`src/rtl/sorted_id_list_set_ops_top_macros.svh`:
```
// Assertion macros for the sorted id list set operations block.
`ifndef SORTED_ID_LIST_SET_OPS_TOP_MACROS_SVH
`define SORTED_ID_LIST_SET_OPS_TOP_MACROS_SVH
`ifndef SYNTH
`define SIL_ASSERT_IMPL(label, clk, rst, ante, cons) \
  label: assert property (@(posedge clk) disable iff (rst) (ante) |-> (cons)) \
    else $error("assertion failed");
`define SIL_ASSERT_NEXT(label, clk, rst, ante, cons) \
  label: assert property (@(posedge clk) disable iff (rst) (ante) |=> (cons)) \
    else $error("assertion failed");
`else
`define SIL_ASSERT_IMPL(label, clk, rst, ante, cons)
`define SIL_ASSERT_NEXT(label, clk, rst, ante, cons)
`endif
`endif

```
`src/rtl/silso_pkg.sv`:
```
// ---------------------------------------------------------------------------
// silso_pkg
// Types and codes shared by the sorted id list set operations block.
// ---------------------------------------------------------------------------
package silso_pkg;
  localparam logic [1:0] MODE_LOAD_A = 2'd0;
  localparam logic [1:0] MODE_LOAD_B = 2'd1;
  localparam logic [1:0] MODE_FETCH  = 2'd2;
  localparam logic [1:0] MODE_CLEAR  = 2'd3;

  localparam logic [1:0] OP_UNION = 2'd0;
  localparam logic [1:0] OP_INTER = 2'd1;
  localparam logic [1:0] OP_DIFF  = 2'd2;

  typedef struct packed {
    logic [1:0]  mode;
    logic [31:0] id_value;
  } req_t;

  typedef struct packed {
    logic [31:0] result_id;
    logic        result_valid;
    logic        result_last;
    logic        overflow;
  } rsp_t;
endpackage

```
`src/rtl/silso_if.sv`:
```
// ---------------------------------------------------------------------------
// silso_req_if / silso_rsp_if
// Valid/ready channels for requests and results.
// ---------------------------------------------------------------------------
interface silso_req_if;
  logic        valid;
  logic        ready;
  logic [1:0]  mode;
  logic [31:0] id_value;
  modport source (output valid, mode, id_value, input ready);
  modport sink (input valid, mode, id_value, output ready);
endinterface


```
`src/rtl/silso_front.sv`:
```
// ---------------------------------------------------------------------------
// silso_front
// Two-entry request queue between the input channel and the engine.
// ---------------------------------------------------------------------------
module silso_front (
  input  logic             clk,
  input  logic             rst,
  silso_req_if.sink        req,
  output silso_pkg::req_t  q_data,
  output logic             q_valid,
  input  logic             q_pop
);
  import silso_pkg::*;

  req_t       slot [2];
  logic       rd_ptr;
  logic       wr_ptr;
  logic [1:0] fill;
  logic       push;

  assign req.ready = (fill != 2'd2);
  assign push      = req.valid && req.ready;
  assign q_valid   = (fill != 2'd0);
  assign q_data    = slot[rd_ptr];

  always_ff @(posedge clk) begin
    if (push) begin
      slot[wr_ptr] <= '{mode: req.mode, id_value: req.id_value};
    end
    if (rst) begin
      rd_ptr <= 1'b0;
      wr_ptr <= 1'b0;
      fill   <= 2'd0;
    end else begin
      if (push) wr_ptr <= ~wr_ptr;
      if (q_pop) rd_ptr <= ~rd_ptr;
      fill <= fill + {1'b0, push} - {1'b0, q_pop};
    end
  end
endmodule

```
`src/flat_wrapper.sv`:
```
// flat-port wrapper written by rule: the top's interface ports become plain ports
module silso_front_flat import silso_pkg::*;
  (clk, rst, q_data, q_valid, q_pop, req_valid, req_mode, req_id_value, req_ready);
  silso_req_if req_i ();
  input  logic clk;
  input  logic rst;
  output silso_pkg::req_t q_data;
  output logic q_valid;
  input  logic q_pop;
  input wire logic [$bits(req_i.valid)-1:0] req_valid;
  input wire logic [$bits(req_i.mode)-1:0] req_mode;
  input wire logic [$bits(req_i.id_value)-1:0] req_id_value;
  output wire logic [$bits(req_i.ready)-1:0] req_ready;
  assign req_i.valid = req_valid;
  assign req_i.mode = req_mode;
  assign req_i.id_value = req_id_value;
  assign req_ready = req_i.ready;
  silso_front u_core (.clk(clk), .rst(rst), .req(req_i), .q_data(q_data), .q_valid(q_valid), .q_pop(q_pop));
endmodule
```
`config.mk`:
```
export PLATFORM = sky130hd
export DESIGN_NAME = silso_front_flat
export DESIGN_NICKNAME = d
export VERILOG_FILES = /design/src/rtl/sorted_id_list_set_ops_top_macros.svh /design/src/rtl/silso_pkg.sv /design/src/rtl/silso_if.sv /design/src/rtl/silso_front.sv /design/src/flat_wrapper.sv
export SDC_FILE = /design/constraint.sdc
export NUM_CORES = 1
export LEC_CHECK = 0
export BUFFER_PORTS_ARGS = -buffer_cell sky130_fd_sc_hd__buf_4
export CORE_ASPECT_RATIO = 1.4
export CORE_MARGIN = 4
export CORE_UTILIZATION = 50
export DETAILED_ROUTE_END_ITERATION = 10
export HOLD_SLACK_MARGIN = 0.06
export PLACE_DENSITY_LB_ADDON = 0.2
export SETUP_SLACK_MARGIN = 0.02
export SLEW_MARGIN = 30
export SYNTH_ARGS = -nofsm -noshare
export SYNTH_HDL_FRONTEND = slang
export SYNTH_SLANG_ARGS = --single-unit
```
`constraint.sdc`:
```
create_clock -name clk -period 5 [get_ports clk]
set_input_delay 0 -clock clk [delete_from_list [all_inputs] [get_ports clk]]
set_output_delay 0 -clock clk [all_outputs]
set_load 0.005 [all_outputs]
```
==> metrics.cfg, run 1 <==
[clock_tree]
clkSinkCount = 73
htree_levels = 3
cts-root-buf = clkbuf_8
cts_buffers = 9
insertion_delay_ns = 0.32
path_clk_slew_ns = 0.07
cts_max_path_buffers = 2
cts_tree = done

[floorplanning]
io-pin-count = 74
die_height_um = 94.7
coreArea_sq_um = 5200
dieWidth_um = 69.9
rows = 31
dieArea_sq_um = 6620
initial_core_util = 0.517

[yosys]
synth_mux_area_frac = 0.151
async_flop_share = 0
yosys.area_share.simple = 0.0224
syn_avg_cell_area_sq_um = 20.3
synth_top_family_by_area = multiplexers
synth_edf_count = 68
syn_nets = 171
syn_inst = 132
synth-seq-cells = 73
syn_area_sq_um = 2690
synthAdderAreaFrac = 0.00466
synth_top_flop_cell = edfxtp_1
synth_xor_area_frac = 0.00326
synth_compound_area_frac = 0.0103
ys_seq_area_frac = 0.798
ys_types = 22
synth_warnings = 0

[sta]
rsz0062_at_grt = no
fin_worst_skew_ns = 0.00589
timing.slew.headroom = 0.482
setup_violations = 0
fin_ws_ns = 3.15
tns_ns = 0
worst_slew_pin_slew_ns = 0.778
max_freq_mhz = 541
period_share = 0.370
hold_viol = 0
period_needed_ns = 1.85
drv_slew = 0

[final_layout]
insertedDiodeCount = 0
area_growth_pct = 45.1
seqCellArea_sq_um = 2140
filler_cell_count = 330
nets = 291
final_core_util = 0.749
final_cell_mix = buf_4 (75), edfxtp_1 (68), dlygate4sd3_1 (38)
final_common_cell = buf_4
drive_gt1_frac = 0.494
multi_input_area_sq_um = 514

[worst_setup_path]
worstPathMaxFanout = 25
path_delay_family = flip-flops
critPathKind = flip-flop to output pin
slowest_delay_ns = 0.59
r2r_cells = 2
cp_cell_sequence = buf_4 > mux2_2 > buf_4
r2r-start = u_core.fill[0]
critPathBufInv = 2
path_depth = 3
reg2reg_setup_slack_ns = 3.28
crit_required_ns = 5.00
cp_data_arrival_time_ns = 1.85
rr_endpoint = u_core.slot[1][2]
endpoint_kind = output pin
critPathCapture = q_data[5]
crit_slowest_cell = dfxtp_1
cpMostUsedCell = buf_4
crit_path_start_kind = flip-flop

[place]
gp_congestion = 0.748
place_ws_ns = 3.28
dp.final_hpwl_um = 3080
io_buffers = 73

[global_routing]
grtUsageTotal = 0.158
overflow = 0
antenna_found_initial = 0
grt_max_degree = 35
grt_pass1_wl_um = 7780
grt_pass1_vias = 1676

[detailed_routing]
route.final.wire_length_um = 4890
vias = 1534
drtAntennaViolNets = 0
via_per_inst = 4.78
wl_per_cell_um = 15.2
drc = 0
drt_iter0_markers = 37
drt_first_pass_iters = 4

[power]
leakagePower_nw = 1.49
max-vdd-ir-drop_mv = 0.257
power_density_nw_per_um2 = 366

[min_path]
hold_path_class = primary input to flip-flop
holdPathStages = 2

[job]
timing.max_cap.violations = 0

[run_status]
status = complete, no violations

[cell usage after synthesis, types with 2 or more instances]
cell type	number	area [sq um]
buf_2	3	15.0
a21oi_1	2	10.0
dfxtp_1	5	100
nor2_1	3	11.3
inv_1	2	7.51
mux2_2	34	383
edfxtp_1	68	2040
[power breakdown]
part / leakage [nW] / total (mW) / internal [mW] / switching, mW
clock: 0.102 / 0.471 / 0.276 / 0.195
sequential: 0.675 / 0.739 / 0.724 / 0.0150
combinational: 0.716 / 0.215 / 0.129 / 0.0854
total: 1.49 / 1.42 / 1.13 / 0.295
[layout make-up]
class	instances	share of cell area
Inverter	2	0.00193
Multi-Input combinational cell	53	0.132
Tap cell	66	0.0212
Clock buffer	9	0.0318
Sequential cell	73	0.550
Timing Repair Buffer	113	0.242
Clock inverter	5	0.0209
[worst reg2reg max path, stage by stage, from the launching register on]
cell and delay, ns:
dfxtp_1 0.36, nand2b_1 0.24, and3_2 0.74
[sequential cells by signal (all words and copies together) (netlist names), named ones only]
signal and flops:
u_core.slot 68, u_core.rd_ptr 1, u_core.wr_ptr 1, u_core.fill 2
[how the worst min path moves through the flow]
stage                     startpoint                 end
floorplan                        rst      u_core.fill[0]
global placement    req_id_value[11]  u_core.slot[0][11]
detailed placement   req_id_value[2]   u_core.slot[0][2]
CTS                  req_id_value[4]   u_core.slot[0][4]
global route        req_id_value[15]  u_core.slot[1][15]
finish               req_id_value[8]   u_core.slot[1][8]
[through the flow]
| stage | hold slack [ns] | area (sq um) | power (mW) | instances |
|---|---|---|---|---|
| 2_1_floorplan | 0.0691 | 2690 | 0.837 | 132 |
| 3_3_place_gp | 0.185 | 3310 | 0.935 | 269 |
| 3_5_place_dp | 0.189 | 3310 | 0.943 | 269 |
| 4_1_cts | 0.385 | 3890 | 1.44 | 321 |
| 5_1_grt | 0.377 | 3890 | 1.49 | 321 |
| 6_report | 0.402 | 3890 | 1.42 | 321 |
[cell families after synthesis]
family | after synthesis
compound gates | 4
xor+xnor | 1
fa+ha+maj | 1
buf+inv | 6
flops | 73
mux | 36
simple gates | 11
[what timing repair did]
action	CTS	global route
gates resized for setup	0	0
endpoints found under the hold margin	73	0
buffers inserted	0	0
setup endpoints to repair	0	0
hold buffers	38	0
[layer usage]
layer	global-route usage	share of wire	vias to the layer above
met5	0	0	-
met4	0.0671	0.011	0
met3	0.0586	0.056	4
met2	0.292	0.56	48
met1	0.159	0.38	733
li1	-	-	749
(Power assumes the default switching activity.)
==> inputs of run 2 (changes only) <==
==> constraint.sdc (replaced) <==
create_clock -name clk -period 1.8 [get_ports clk]
set_input_delay 0 -clock clk [delete_from_list [all_inputs] [get_ports clk]]
set_output_delay 0 -clock clk [all_outputs]
set_load 0.005 [all_outputs]
==> run 2 against run 1 <==
Sequential power rose to 2.8 times the previous value. Count of clock-buffer cells in the layout is 1 higher. Die area did not move. Utilization is 1.6 points higher. Largest cell class unchanged. Highest routed layer unchanged.
==> metrics.cfg, run 2 (synthesis results as in run 1) <==
[final_layout]
final_common_cell = buf_4
drive_gt1_frac = 0.498  ; +0.00397
final_cell_mix = buf_4 (77), edfxtp_1 (68), dlygate4sd3_1 (38)
final_area_sq_um = 3980  ; +2.2%
area_growth_pct = 48.2
largest_register = u_core.slot
nets = 295  ; +1.4%
biggestRegsByFlops = u_core.slot (68), u_core.fill (2)
insertedDiodeCount = 0  ; unchanged
largest_register_ffs = 68  ; unchanged

[floorplanning]
die_height_um = 94.7  ; unchanged
coreArea_sq_um = 5200  ; unchanged
io-pin-count = 74  ; unchanged
initial_core_util = 0.517  ; unchanged
rows = 31  ; unchanged
dieArea_sq_um = 6620  ; unchanged
dieWidth_um = 69.9  ; unchanged

[clock_tree]
path_clk_slew_ns = 0.07  ; about the same
cts_resized = 0  ; unchanged
cts_setup_buffers = 0  ; unchanged
hold_buffers = 38  ; unchanged
cts-root-buf = clkbuf_8
cts_buffers = 9  ; unchanged
insertion_delay_ns = 0.34  ; +0.02 ns
clkSinkCount = 73  ; unchanged
htree_levels = 3  ; unchanged
cts_tree = done
cts_max_path_buffers = 2  ; unchanged

[sta]
tns_ns = 0  ; unchanged
period_share = 0.914
hold_viol = 0  ; unchanged
max_freq_mhz = 608
drv_slew = 0  ; unchanged
rsz0062_at_grt = no
holdWs_ns = 0.389  ; -0.0133 ns
setup_violations = 0  ; unchanged
fin_worst_skew_ns = 0.0104  ; +0.00455 ns
worst_slew_pin_slew_ns = 0.339  ; -0.438 ns
period_needed_ns = 1.64
timing.slew.headroom = 0.773  ; +0.292

[place]
gp_congestion = 0.751  ; +0.37%
dp.final_hpwl_um = 3420  ; +11%
post_dp_cell_area_sq_um = 3360  ; +1.7%
io_buffers = 73  ; unchanged

[worst_setup_path]
r2r_cells = 5  ; +3
r2r-start = u_core.fill[0]
cp_cell_sequence = inv_1 > ha_1 > and2b_1 > mux2i_1 > mux2_1
slowest_delay_ns = 0.37  ; -0.22 ns
cp_data_arrival_time_ns = 1.86  ; about the same
critPathKind = flip-flop to flip-flop
crit_slowest_cell = dfxtp_1
crit_path_start_kind = flip-flop
reg2reg_setup_slack_ns = 0.16  ; -3.12 ns
crit_required_ns = 2.01  ; -2.99 ns
endpoint_kind = flip-flop
rr_endpoint = u_core.fill[1]
worstPathMaxFanout = 4  ; -84%

[global_routing]
grt_max_degree = 35  ; unchanged
antenna_found_initial = 0  ; unchanged
grt_pass1_vias = 1728  ; +3.1%
overflow = 0  ; unchanged
grt_pass1_wl_um = 8550  ; +9.9%
grtUsageTotal = 0.175  ; +0.0170

[min_path]
hold_path_startpoint = req_id_value[4]
whs_endpoint = u_core.slot[0][4]
hold_path_class = primary input to flip-flop
holdPathStages = 2  ; unchanged

[job]
timing.max_cap.violations = 0  ; unchanged

[detailed_routing]
drtAntennaViolNets = 0  ; unchanged
wl_per_cell_um = 16.5  ; +8.6%
drc = 0  ; unchanged
drt_first_pass_iters = 4  ; unchanged
vias = 1576  ; +2.7%
via_per_inst = 4.82  ; +0.85%
route.final.wire_length_um = 5410  ; +11%
drt_iter0_markers = 56  ; +51%

[power]
power_density_nw_per_um2 = 1040  ; +190%
max-vdd-ir-drop_mv = 0.704  ; +170%
leakagePower_nw = 1.53  ; +2.7%
total_power_mw = 4.15  ; +190%

[run_status]
status = complete, no violations

run 2: cell types whose count changed in the layout (fill, tap and decap cells not counted), sizes merged:
cell    delta
inv        -1
buf        +4
clkbuf     +1
clkinv     +1
bufinv     +1
run 2: per-stage QoR:
stage	worst slack, ns	util	instances
after floorplan	0.0818	-	132
after global placement	0.308	0.647	273
after detailed placement	0.191	0.647	273
after CTS	0.182	0.766	327
after global routing	0.0460	0.766	327
final	0.155	0.766	327
run 2: area by class of cell:
class / instances / area [sq um]
sequential: 73 / 2140
fill: 312 / 1220
timing repair buffer: 117 / 998
multi-input combinational: 53 / 514
clock buffer: 10 / 128
clock inverter: 6 / 106
tap: 66 / 82.6
inverter: 2 / 7.51
run 2: worst max path at each step:
stage | startpoint | slack [ns] | to
6_report | u_core.fill[0] | 0.16 | u_core.fill[1]
5_1_grt | u_core.fill[0] | 0.05 | u_core.fill[1]
3_3_place_gp | u_core.fill[0] | 0.31 | u_core.fill[1]
3_5_place_dp | u_core.fill[0] | 0.19 | u_core.fill[1]
2_1_floorplan | u_core.fill[0] | 0.08 | u_core.slot[0][0]
4_1_cts | u_core.fill[0] | 0.18 | u_core.fill[1]
run 2: report_power, final:
group,leakage (nW),internal (mW),switching [mW]
combinational,0.744,0.384,0.256
sequential,0.675,2.01,0.0364
clock,0.114,0.914,0.550
run 2: worst max-delay path, delay by kind of cell (launching register included):
kind | cells | cell delay, ns
DFF | 1 | 0.37
muxes | 2 | 0.57
and+or+nand+nor | 1 | 0.24
buffers and inverters | 1 | 0.06
adders and majority gates | 1 | 0.30
run 2: layer usage:
layer  track usage  wire length, um
met4        0.0671               65
met1         0.190             2010
met3        0.0564              242
met2         0.318             3100
met5             0                0
